--- src/design/wbsp_pkg.sv ---
// Types and constants shared by the weight blob stream parser.
`timescale 1ns / 1ps
package wbsp_pkg;

    typedef enum logic [2:0] {
        PH_HEADER  = 3'd0,
        PH_NLEN    = 3'd1,
        PH_NAME    = 3'd2,
        PH_DTYPE   = 3'd3,
        PH_COUNT   = 3'd4,
        PH_PAYLOAD = 3'd5,
        PH_DONE    = 3'd6
    } t_phase;

    localparam logic [2:0] ROLE_HEADER  = 3'd0;
    localparam logic [2:0] ROLE_NLEN    = 3'd1;
    localparam logic [2:0] ROLE_NAME    = 3'd2;
    localparam logic [2:0] ROLE_DTYPE   = 3'd3;
    localparam logic [2:0] ROLE_COUNT   = 3'd4;
    localparam logic [2:0] ROLE_PAYLOAD = 3'd5;
    localparam logic [2:0] ROLE_DISCARD = 3'd6;

    localparam logic [2:0] ST_BUSY      = 3'd0;
    localparam logic [2:0] ST_OK        = 3'd1;
    localparam logic [2:0] ST_SHORT     = 3'd2;
    localparam logic [2:0] ST_MAGIC     = 3'd3;
    localparam logic [2:0] ST_VERSION   = 3'd4;
    localparam logic [2:0] ST_DTYPE     = 3'd5;
    localparam logic [2:0] ST_TRUNC     = 3'd6;
    localparam logic [2:0] ST_TRAILING  = 3'd7;

    // magic bytes, byte 0 in the low bits
    localparam logic [3:0][7:0] MAGIC_WORD   = 32'h0031_5752;
    localparam logic [3:0]      HDR_LAST_POS = 4'd11;
    localparam logic [31:0]     VERSION_OK   = 32'd1;
    localparam logic [7:0]      DTYPE_MAX    = 8'd3;

    typedef struct packed {
        logic [2:0]  byte_role;
        logic [31:0] entry_number;
        logic [1:0]  entry_type;
        logic [31:0] element_total;
        logic        entry_closed;
        logic [31:0] entries_declared;
        logic [2:0]  status;
    } t_result;

endpackage

--- src/design/wbsp_core.sv ---
// Parse state and per-byte step logic of the weight blob stream parser.
`timescale 1ns / 1ps
module wbsp_core (
    input  logic              i_clk,
    input  logic              i_rst_n,
    input  logic              i_accept,
    input  logic [7:0]        i_byte,
    input  logic              i_last,
    output wbsp_pkg::t_result o_result
);
    import wbsp_pkg::*;

    t_phase      r_phase, n_phase;
    logic [34:0] r_left, n_left;
    logic [3:0]  r_hpos, n_hpos;
    logic [1:0]  r_fshift, n_fshift;
    logic        r_magic_ok, n_magic_ok;
    logic [31:0] r_version, n_version;
    logic [31:0] r_declared, n_declared;
    logic [31:0] r_entry, n_entry;
    logic [1:0]  r_type, n_type;
    logic        r_failed, n_failed;
    logic [2:0]  r_fail_code, n_fail_code;
    logic        r_dtype_bad, n_dtype_bad;
    logic [31:0] r_elems, n_elems;

    logic [2:0]  role;
    logic [2:0]  code;
    logic        closed;
    logic [31:0] byte_w;
    logic [31:0] count_w;
    logic [34:0] payload_len;
    logic [31:0] entry_inc;
    logic [15:0] nlen_w;

    assign byte_w    = {24'd0, i_byte};
    assign count_w   = r_left[31:0] | (byte_w << {r_fshift, 3'b000});
    assign entry_inc = r_entry + 32'd1;
    assign nlen_w    = {i_byte, r_left[7:0]};

    always_comb begin
        case (r_type)
            2'd0:    payload_len = {3'd0, count_w};
            2'd1:    payload_len = {2'd0, count_w, 1'b0};
            2'd2:    payload_len = {1'd0, count_w, 2'b00};
            default: payload_len = {count_w, 3'b000};
        endcase
    end

    // outputs and data path
    always_comb begin
        role        = ROLE_DISCARD;
        code        = ST_BUSY;
        closed      = 1'b0;
        n_left      = r_left;
        n_hpos      = r_hpos;
        n_fshift    = r_fshift;
        n_magic_ok  = r_magic_ok;
        n_version   = r_version;
        n_declared  = r_declared;
        n_entry     = r_entry;
        n_type      = r_type;
        n_dtype_bad = r_dtype_bad;
        n_elems     = r_elems;
        if (!r_failed) begin
            case (r_phase)
                PH_HEADER: begin
                    role = ROLE_HEADER;
                    if (r_hpos < 4'd4) begin
                        if (i_byte != MAGIC_WORD[r_hpos[1:0]]) begin
                            n_magic_ok = 1'b0;
                        end
                    end else if (r_hpos < 4'd8) begin
                        n_version = r_version | (byte_w << {r_hpos[1:0], 3'b000});
                    end else if (r_hpos < 4'd12) begin
                        n_declared = r_declared | (byte_w << {r_hpos[1:0], 3'b000});
                    end
                    if (r_hpos >= HDR_LAST_POS) begin
                        n_fshift = 2'd0;
                        if (!r_magic_ok) begin
                            code = ST_MAGIC;
                        end else if (r_version != VERSION_OK) begin
                            code = ST_VERSION;
                        end
                    end else begin
                        n_hpos = r_hpos + 4'd1;
                        if (i_last) begin
                            code = ST_SHORT;
                        end
                    end
                end
                PH_NLEN: begin
                    role = ROLE_NLEN;
                    if (r_fshift == 2'd0) begin
                        n_left   = {27'd0, i_byte};
                        n_elems  = 32'd0;
                        n_fshift = 2'd1;
                    end else begin
                        n_left   = {19'd0, nlen_w};
                        n_fshift = 2'd0;
                    end
                end
                PH_NAME: begin
                    role = ROLE_NAME;
                    if (r_left <= 35'd1) begin
                        n_left = 35'd0;
                    end else begin
                        n_left = r_left - 35'd1;
                    end
                end
                PH_DTYPE: begin
                    role        = ROLE_DTYPE;
                    n_type      = i_byte[1:0];
                    n_dtype_bad = i_byte > DTYPE_MAX;
                    n_fshift    = 2'd0;
                    n_left      = 35'd0;
                end
                PH_COUNT: begin
                    role   = ROLE_COUNT;
                    n_left = {3'd0, count_w};
                    if (r_fshift == 2'd3) begin
                        n_elems = count_w;
                        if (r_dtype_bad) begin
                            code = ST_DTYPE;
                        end else begin
                            n_left = payload_len;
                            if (count_w == 32'd0) begin
                                closed   = 1'b1;
                                n_entry  = entry_inc;
                                n_fshift = 2'd0;
                            end
                        end
                    end else begin
                        n_fshift = r_fshift + 2'd1;
                    end
                end
                PH_PAYLOAD: begin
                    role = ROLE_PAYLOAD;
                    if (r_left <= 35'd1) begin
                        n_left   = 35'd0;
                        closed   = 1'b1;
                        n_entry  = entry_inc;
                        n_fshift = 2'd0;
                    end else begin
                        n_left = r_left - 35'd1;
                    end
                end
                default: begin
                    role = ROLE_DISCARD;
                    code = ST_TRAILING;
                end
            endcase
        end
        n_failed    = r_failed || (code != ST_BUSY);
        n_fail_code = (code != ST_BUSY) ? code : r_fail_code;
    end

    // next parse phase
    always_comb begin
        n_phase = r_phase;
        if (!r_failed) begin
            case (r_phase)
                PH_HEADER: begin
                    if (r_hpos >= HDR_LAST_POS && r_magic_ok && r_version == VERSION_OK) begin
                        n_phase = (n_declared != 32'd0) ? PH_NLEN : PH_DONE;
                    end
                end
                PH_NLEN: begin
                    if (r_fshift != 2'd0) begin
                        n_phase = (nlen_w != 16'd0) ? PH_NAME : PH_DTYPE;
                    end
                end
                PH_NAME: begin
                    if (r_left <= 35'd1) begin
                        n_phase = PH_DTYPE;
                    end
                end
                PH_DTYPE: begin
                    n_phase = PH_COUNT;
                end
                PH_COUNT: begin
                    if (r_fshift == 2'd3 && !r_dtype_bad) begin
                        if (count_w == 32'd0) begin
                            n_phase = (entry_inc == r_declared) ? PH_DONE : PH_NLEN;
                        end else begin
                            n_phase = PH_PAYLOAD;
                        end
                    end
                end
                PH_PAYLOAD: begin
                    if (r_left <= 35'd1) begin
                        n_phase = (entry_inc == r_declared) ? PH_DONE : PH_NLEN;
                    end
                end
                default: begin
                    n_phase = r_phase;
                end
            endcase
        end
    end

    always_comb begin
        o_result.byte_role        = role;
        o_result.entry_number     = r_entry;
        o_result.entry_type       = n_type;
        o_result.element_total    = n_elems;
        o_result.entry_closed     = closed;
        o_result.entries_declared = n_declared;
        if (n_failed) begin
            o_result.status = n_fail_code;
        end else if (i_last) begin
            o_result.status = (n_phase == PH_DONE) ? ST_OK : ST_TRUNC;
        end else begin
            o_result.status = ST_BUSY;
        end
    end

    always_ff @(posedge i_clk) begin
        if (!i_rst_n || (i_accept && i_last)) begin
            r_phase     <= PH_HEADER;
            r_left      <= 35'd0;
            r_hpos      <= 4'd0;
            r_fshift    <= 2'd0;
            r_magic_ok  <= 1'b1;
            r_version   <= 32'd0;
            r_declared  <= 32'd0;
            r_entry     <= 32'd0;
            r_type      <= 2'd0;
            r_failed    <= 1'b0;
            r_fail_code <= ST_BUSY;
            r_dtype_bad <= 1'b0;
            r_elems     <= 32'd0;
        end else if (i_accept) begin
            r_phase     <= n_phase;
            r_left      <= n_left;
            r_hpos      <= n_hpos;
            r_fshift    <= n_fshift;
            r_magic_ok  <= n_magic_ok;
            r_version   <= n_version;
            r_declared  <= n_declared;
            r_entry     <= n_entry;
            r_type      <= n_type;
            r_failed    <= n_failed;
            r_fail_code <= n_fail_code;
            r_dtype_bad <= n_dtype_bad;
            r_elems     <= n_elems;
        end
    end

    // once failed, the parse phase freezes until the blob ends
    a_fail_freeze: assert property (@(posedge i_clk) disable iff (!i_rst_n)
        (r_failed && !(i_accept && i_last)) |=> $stable(r_phase))
        else $error("phase moved after failure");

    a_fail_code: assert property (@(posedge i_clk) disable iff (!i_rst_n)
        r_failed |-> (r_fail_code != ST_BUSY && r_fail_code != ST_OK))
        else $error("failure without error code");

    a_close_role: assert property (@(posedge i_clk) disable iff (!i_rst_n)
        closed |-> (role == ROLE_COUNT || role == ROLE_PAYLOAD))
        else $error("entry closed on wrong byte role");

endmodule

--- src/design/weight_blob_stream_parser.sv ---
// Top level of the weight blob stream parser: stream ports and result register.
//
//  channel  | direction | contents
//  s_axis   | in        | tdata: data_byte[7:0]; tlast: last_byte
//  m_axis   | out       | tuser: byte_role; tdata: result fields, see port list
//
// One byte per cycle if not stalled; each result is registered on acceptance.
// The result register frees up in the cycle it is taken, so a stalled output
// only holds the input back while the register is full and not being read.
// Synchronous active-low reset returns the parser to the header phase; the
// byte marked last does the same after its own result is computed.
`timescale 1ns / 1ps
module weight_blob_stream_parser (
    input  logic         i_clk,
    input  logic         i_rst_n,
    input  logic         i_s_axis_tvalid,
    output logic         o_s_axis_tready,
    input  logic [7:0]   i_s_axis_tdata,   // data_byte[7:0]
    input  logic         i_s_axis_tlast,
    output logic         o_m_axis_tvalid,
    input  logic         i_m_axis_tready,
    // entry_number[31:0], entry_type[33:32], element_total[65:34],
    // entry_closed[66], entries_declared[98:67], status[101:99], zero[103:102]
    output logic [103:0] o_m_axis_tdata,
    output logic [2:0]   o_m_axis_tuser    // byte_role[2:0]
);
    import wbsp_pkg::*;

    logic    accept;
    t_result step_res;
    t_result r_res;
    logic    r_out_valid;

    assign o_s_axis_tready = !r_out_valid || i_m_axis_tready;
    assign accept          = i_s_axis_tvalid && o_s_axis_tready;

    wbsp_core u_core (
        .i_clk    (i_clk),
        .i_rst_n  (i_rst_n),
        .i_accept (accept),
        .i_byte   (i_s_axis_tdata),
        .i_last   (i_s_axis_tlast),
        .o_result (step_res)
    );

    always_ff @(posedge i_clk) begin
        if (!i_rst_n) begin
            r_out_valid <= 1'b0;
        end else if (accept) begin
            r_out_valid <= 1'b1;
        end else if (i_m_axis_tready) begin
            r_out_valid <= 1'b0;
        end
    end

    always_ff @(posedge i_clk) begin
        if (accept) begin
            r_res <= step_res;
        end
    end

    assign o_m_axis_tvalid = r_out_valid;
    assign o_m_axis_tuser  = r_res.byte_role;
    assign o_m_axis_tdata  = {2'b00, r_res.status, r_res.entries_declared,
                              r_res.entry_closed, r_res.element_total,
                              r_res.entry_type, r_res.entry_number};

    a_accept_valid: assert property (@(posedge i_clk) disable iff (!i_rst_n)
        accept |=> o_m_axis_tvalid)
        else $error("accepted byte produced no result");

    a_last_verdict: assert property (@(posedge i_clk) disable iff (!i_rst_n)
        (accept && i_s_axis_tlast) |=> (r_res.status != ST_BUSY))
        else $error("last byte without verdict");

    a_discard_open: assert property (@(posedge i_clk) disable iff (!i_rst_n)
        (o_m_axis_tvalid && r_res.byte_role == ROLE_DISCARD) |-> !r_res.entry_closed)
        else $error("discarded byte closed an entry");

endmodule

--- config.mk ---
export PLATFORM = sky130hd
export DESIGN_NAME = weight_blob_stream_parser
export DESIGN_NICKNAME = d
export VERILOG_FILES = /design/src/design/wbsp_pkg.sv /design/src/design/wbsp_core.sv /design/src/design/weight_blob_stream_parser.sv
export SDC_FILE = /design/constraint.sdc
export NUM_CORES = 1
export LEC_CHECK = 0
export BUFFER_PORTS_ARGS = -buffer_cell sky130_fd_sc_hd__buf_4
export CORE_UTILIZATION = 55
export CTS_CLUSTER_SIZE = 40
export DETAILED_ROUTE_END_ITERATION = 10
export GPL_TIMING_DRIVEN = 0
export MAX_ROUTING_LAYER = met4
export PLACE_DENSITY = 0.74
export SLEW_MARGIN = 20
export SYNTH_ARGS = -nofsm -noshare
export SYNTH_HDL_FRONTEND = slang
export SYNTH_HIERARCHICAL = 1
export SYNTH_SLANG_ARGS = --single-unit
--- constraint.sdc ---
create_clock -name i_clk -period 7.75 [get_ports i_clk]
set_input_delay 1.55 -clock i_clk [delete_from_list [all_inputs] [get_ports i_clk]]
set_output_delay 1.55 -clock i_clk [all_outputs]
set_load 0.02 [all_outputs]
### After elaboration in Yosys (flattened, before gate mapping)

Index checks and enable logic that the tools add are counted.

* register bits after elaboration: 286
* bits of input ports: 13
* output and inout bits: 109
* logic and storage cells: 157

* $add $sub $neg: 4
* $lt $le $gt $ge: 7
* equality and inequality tests: 21
* shift-type cells: 2
* muxes and demuxes: 62
* bitwise operators: 6
* reductions and logical operators: 33

Operator list (count)
* 32-bit 2-to-1 mux: 12
* 35-bit case mux with 4 select lines: 1
* 32-bit case mux with 2 select lines: 2
* 35-bit 2-to-1 mux: 3
* 35-bit case mux with 3 select lines: 1
* 32-bit bitwise OR: 3
* 8-bit by 5-bit left shift with 32-bit output: 2
* 3-bit 2-to-1 mux: 19
* 3-bit case mux with 6 select lines: 2
* 35-bit by 1-bit <= comparator with 1-bit output (second input constant): 1
* 35-bit by 1-bit subtractor with 35-bit output (second input constant): 1
* 32-bit by 1-bit adder with 32-bit output (second input constant): 1
* 32-bit by 1-bit == test with 1-bit output (second input constant): 1
* 32-bit == test: 1
* 32-bit logical NOT: 1
* 32-bit by 1-bit inequality test with 1-bit output (second input constant): 1
* 32-bit nonzero test: 1
* 8-bit binary-select mux with 2-bit select: 1
* 16-bit 2-to-1 mux: 1
* 2-bit 2-to-1 mux: 8
* 16-bit nonzero test: 1
* 7-bit AND reduction: 2
* 2-bit by 1-bit inequality test with 1-bit output (second input constant): 5
* 2-bit case mux with 5 select lines: 1
* 34 further kinds: 63

### Depth between registers and ports, before layout

* depth in word-level cells: 16
* mapped depth: 12
* depth with buffers taken out: 11

### By module

The synthesis kept the hierarchy.

By module, submodules not included
* wbsp_core: instances 1, cells an instance 1527, area an instance 11473.5 µm²
* weight_blob_stream_parser: instances 1, cells an instance 113, area an instance 3229.3 µm²

### Worst setup path before layout

OpenSTA, ideal clock, no wires.

* path type: input-to-reg
* start: input i_m_axis_tready
* end: register u_core.r_version[29]
* library setup time: 65 ps
* arrival: 4525 ps
* data required time: 7685 ps
* setup slack: 3160 ps
* cell stages on the path: 10
* path buffers: 2
* cells stage by stage: nand2b_4 -> and2_4 -> clkbuf_1 -> clkinv_1 -> nor2_1 -> clkbuf_1 -> nand3_1 -> nor2_1 -> a21oi_1 -> nor2_1

* longest elaborated chain between the ends: 4
* elaborated cells between the ends (all ways): 5
* those cells by class: 5 x reduce/logical

Ends and longest elaborated chain
* start, declared: line weight_blob_stream_parser.sv:21 `input logic i_m_axis_tready,`
* 1-bit logical OR *: line weight_blob_stream_parser.sv:34 `assign o_s_axis_tready = !r_out_valid || i_m_axis_tready;`
* 1-bit logical AND *: line weight_blob_stream_parser.sv:35 `assign accept = i_s_axis_tvalid && o_s_axis_tready;`
* net accept: line weight_blob_stream_parser.sv:29 `logic accept;`
* parallel branches: the longest is 2 deep, another holds 5-bit AND reduction
* end signal, assigned: line wbsp_core.sv:239 `r_version <= n_version;`
* end, declared: line wbsp_core.sv:18 `logic [31:0] r_version, n_version;`

Mark *: on every way through the listed nets, which the timed path passes.
A chain may end at the register's enable or synchronous reset.

### Worst setup path in the final report

* start: input i_m_axis_tready
* end: register u_core.r_version[31]

Same word-level chain as after synthesis.

==> impl_metrics.json <==
{
  "status": "complete, but fails checks",
  "violations": "design-rule violations",
  "dp.final_hpwl_um": 35070,
  "crit_fanout": 52,
  "core_area_um2": 26130,
  "post_cts_buffers": 0,
  "drive_gt1_frac": 0.1215,
  "arrival_ns": 5.55,
  "antenna_found_initial": 0,
  "synthesis.area_um2": 14700,
  "p_comb_frac": 0.126,
  "synth.top_cell.area_share": 0.2464,
  "max-cap-violations": 0,
  "critPathRequiredTime_ns": 8.21,
  "clockBufferDepth": 3,
  "yosys-top-cells-count": "dfxtp_1 (181), nor2_1 (176), nand2_1 (154), a21oi_1 (141), edfxtp_1 (105)",
  "wirelength_um": 47780,
  "grt_pass1_wl_um": 71570,
  "async_reset_ff_frac": 0,
  "yosysMostFrequentCell": "dfxtp_1",
  "tritoncts": "done",
  "reg2reg_depth": 10,
  "antenna_cells": 0,
  "cts_htree_levels": 1,
  "leakagePower_nw": 6.782,
  "wl_per_cell_um": 22.28,
  "peakVddDrop_mv": 0.3206,
  "clock-sinks": 286,
  "vias": 13790,
  "cts_resized": 0,
  "route.detailed.drc": 26,
  "grt_overflow_total": 0,
  "finalHoldWorstSlack_ns": 0.4154,
  "cellPowerDensity_nw_per_um2": 204.6,
  "area.growth.synth_to_final_pct": 15.64,
  "yosys.area.top_type": "dfxtp_1",
  "hp-class": "flip-flop to flip-flop",
  "chipWidth_um": 165.5,
  "grt_max_degree": 56,
  "first_pass_iters": 8,
  "min_period_ns": 5.093,
  "yosys_register_bits": 286,
  "tightest_slew_ns": 1.251,
  "place.gp.congestion": 1.022,
  "fin_nets": 1809,
  "fmax_mhz": 196.3,
  "synth.distinct_cells": 87,
  "num_rows": 59,
  "hold_viol": 0,
  "maxSlewViolCount": 0,
  "io_buffers": 115,
  "p_sw_mw": 0.9255,
  "seq_area_frac_synth": 0.4609,
  "finalSetupTns_ns": 0,
  "clk-insertion-delay-late_ns": 0.56,
  "cts-root-buf": "clkbuf_16",
  "start_util": 0.5626,
  "cts.hold.buffers_added": 0,
  "pwr-share-clk": 0.412,
  "maxSlewHeadroom": 0.1663,
  "p_int_mw": 2.553,
  "antenna_left": 0,
  "io_pins": 122,
  "cp-start-kind": "input pin",
  "crit_path_end_kind": "flip-flop",
  "grt_pass1_vias": 12510,
  "grt_use_total": 0.3521,
  "min_path_cells": 0,
  "power_switching_share": 0.2661,
  "cts_inserted_buffers": 29,
  "die_area_um2": 27390,
  "syn_inst": 1640,
  "synth-edff-count": 105,
  "netlist_top_cells_area": "dfxtp_1 (25%), edfxtp_1 (21%), a21oi_1 (4.8%), nor2_1 (4.5%), nand2_1 (3.9%)",
  "die_h_um": 165.5,
  "rsz0062_at_grt": "false",
  "min_period_over_period": 0.6572,
  "vias_per_cell": 6.430,
  "ys.flop_type": "dfxtp_1",
  "setup.worst_path.class": "input pin to flip-flop",
  "ys_warn_count": 6,
  "skew_ns": 0.03106,
  "seqPwrFrac": 0.463,
  "setup_viol": 0,
  "clk_pin_slew_ns": 0.06,
  "first_iter_violations": 1605,
  "finalPower_mw": 3.478,
  "syn_area_per_cell_um2": 8.965
}
[per-stage QoR]
stage | area (um^2) | instances | util | worst slack [ns]
floorplan | 14710 | 1641 | - | 3.160
global placement | 15990 | 2091 | 0.6118 | 1.848
detailed placement | 16020 | 2092 | 0.6131 | 2.195
CTS | 17000 | 2145 | 0.6504 | 2.717
global route | 17000 | 2145 | 0.6506 | 2.398
finish | 17000 | 2145 | 0.6506 | 2.657
[cell type report]
type | count | area, um^2
clock buffers | 30 | 729.5
fillers | 2245 | 9130
plain buffers | 126 | 526.8
well taps | 335 | 419.2
repair buffers | 116 | 890.9
inverters | 21 | 78.83
clock inverters | 23 | 246.5
flip-flops and latches | 286 | 6777
multi-input cells | 1208 | 7335
[power groups by stage]
stage | registers (mW) | clock network, mW | logic [mW]
after CTS | 1.61 | 1.45 | 0.428
final | 1.61 | 1.43 | 0.438
after floorplan | 1.67 | 0 | 0.243
after global placement | 1.64 | 0 | 0.419
after global routing | 1.61 | 1.51 | 0.465
after detailed placement | 1.64 | 0 | 0.426
[layout by cell type, fill, tap and decap left out, types with 13 or more instances in the layout]
cell type and instances:
a211oi_1 14, a21o_1 48, a21oi_1 141, a22oi_1 51, and3_1 14, buf_4 119
clkbuf_1 100, clkbuf_16 29, dfxtp_1 181, edfxtp_1 105, inv_1 19, mux2i_1 14
nand2_1 154, nand2b_1 18, nand3_1 28, nand4_1 26, nor2_1 176, nor3_1 43
nor4_1 32, o211a_1 34, o211ai_1 18, o21ai_0 103, o22ai_1 19, o31ai_1 13
xnor2_1 48, xor2_1 32
[critical path: stages]
cell	delay, ns
buf_4	0.08
nand2b_4	0.12
and2_4	0.60
clkbuf_1	0.43
clkinv_1	0.34
nor2_1	0.72
clkbuf_1	0.55
nand3_1	0.28
nor2_1	0.55
a21oi_1	0.16
nor2_1	0.14
[logic make-up after synthesis]
family                     after synthesis  synth area share
and+or+nand+nor                        583            0.1956
AOI/OAI and AO/OA                      518            0.2350
DFF                                    286            0.4609
buffers and inverters                  147           0.04119
xor gates and xnor gates                81           0.04919
muxes                                   16           0.01106
adders and majority gates                8          0.006808
other                                    1         0.0002551
[registers in the layout, indices dropped and copies added (netlist names), 3 cells and up]
name,flops
u_core/r_version,32
u_core/r_declared,32
u_core/r_entry,32
o_m_axis_tdata,102
o_m_axis_tuser,3
u_core/r_phase,3
u_core/r_elems,32
u_core/r_left,35
u_core/r_hpos,4
u_core/r_fail_code,3
[layer usage]
metal  up-vias  track usage  part of all wire
met5         -            -                 0
li1       6369            -                 -
met1      6543       0.4552              0.40
met2       718       0.5496              0.46
met3       162      0.05370             0.091
met4         0       0.1475             0.043
[final timing paths]
check	from	end	slack, ns
worst min register to register	u_core/r_entry[17]	o_m_axis_tdata[17]	0.42
worst max register to register	o_m_axis_tvalid	u_core/r_version[31]	3.45
worst min-delay path	u_core/r_entry[17]	o_m_axis_tdata[17]	0.42
worst max-delay path	i_m_axis_tready	u_core/r_version[31]	2.66
Power figures use the tool's default switching activity.
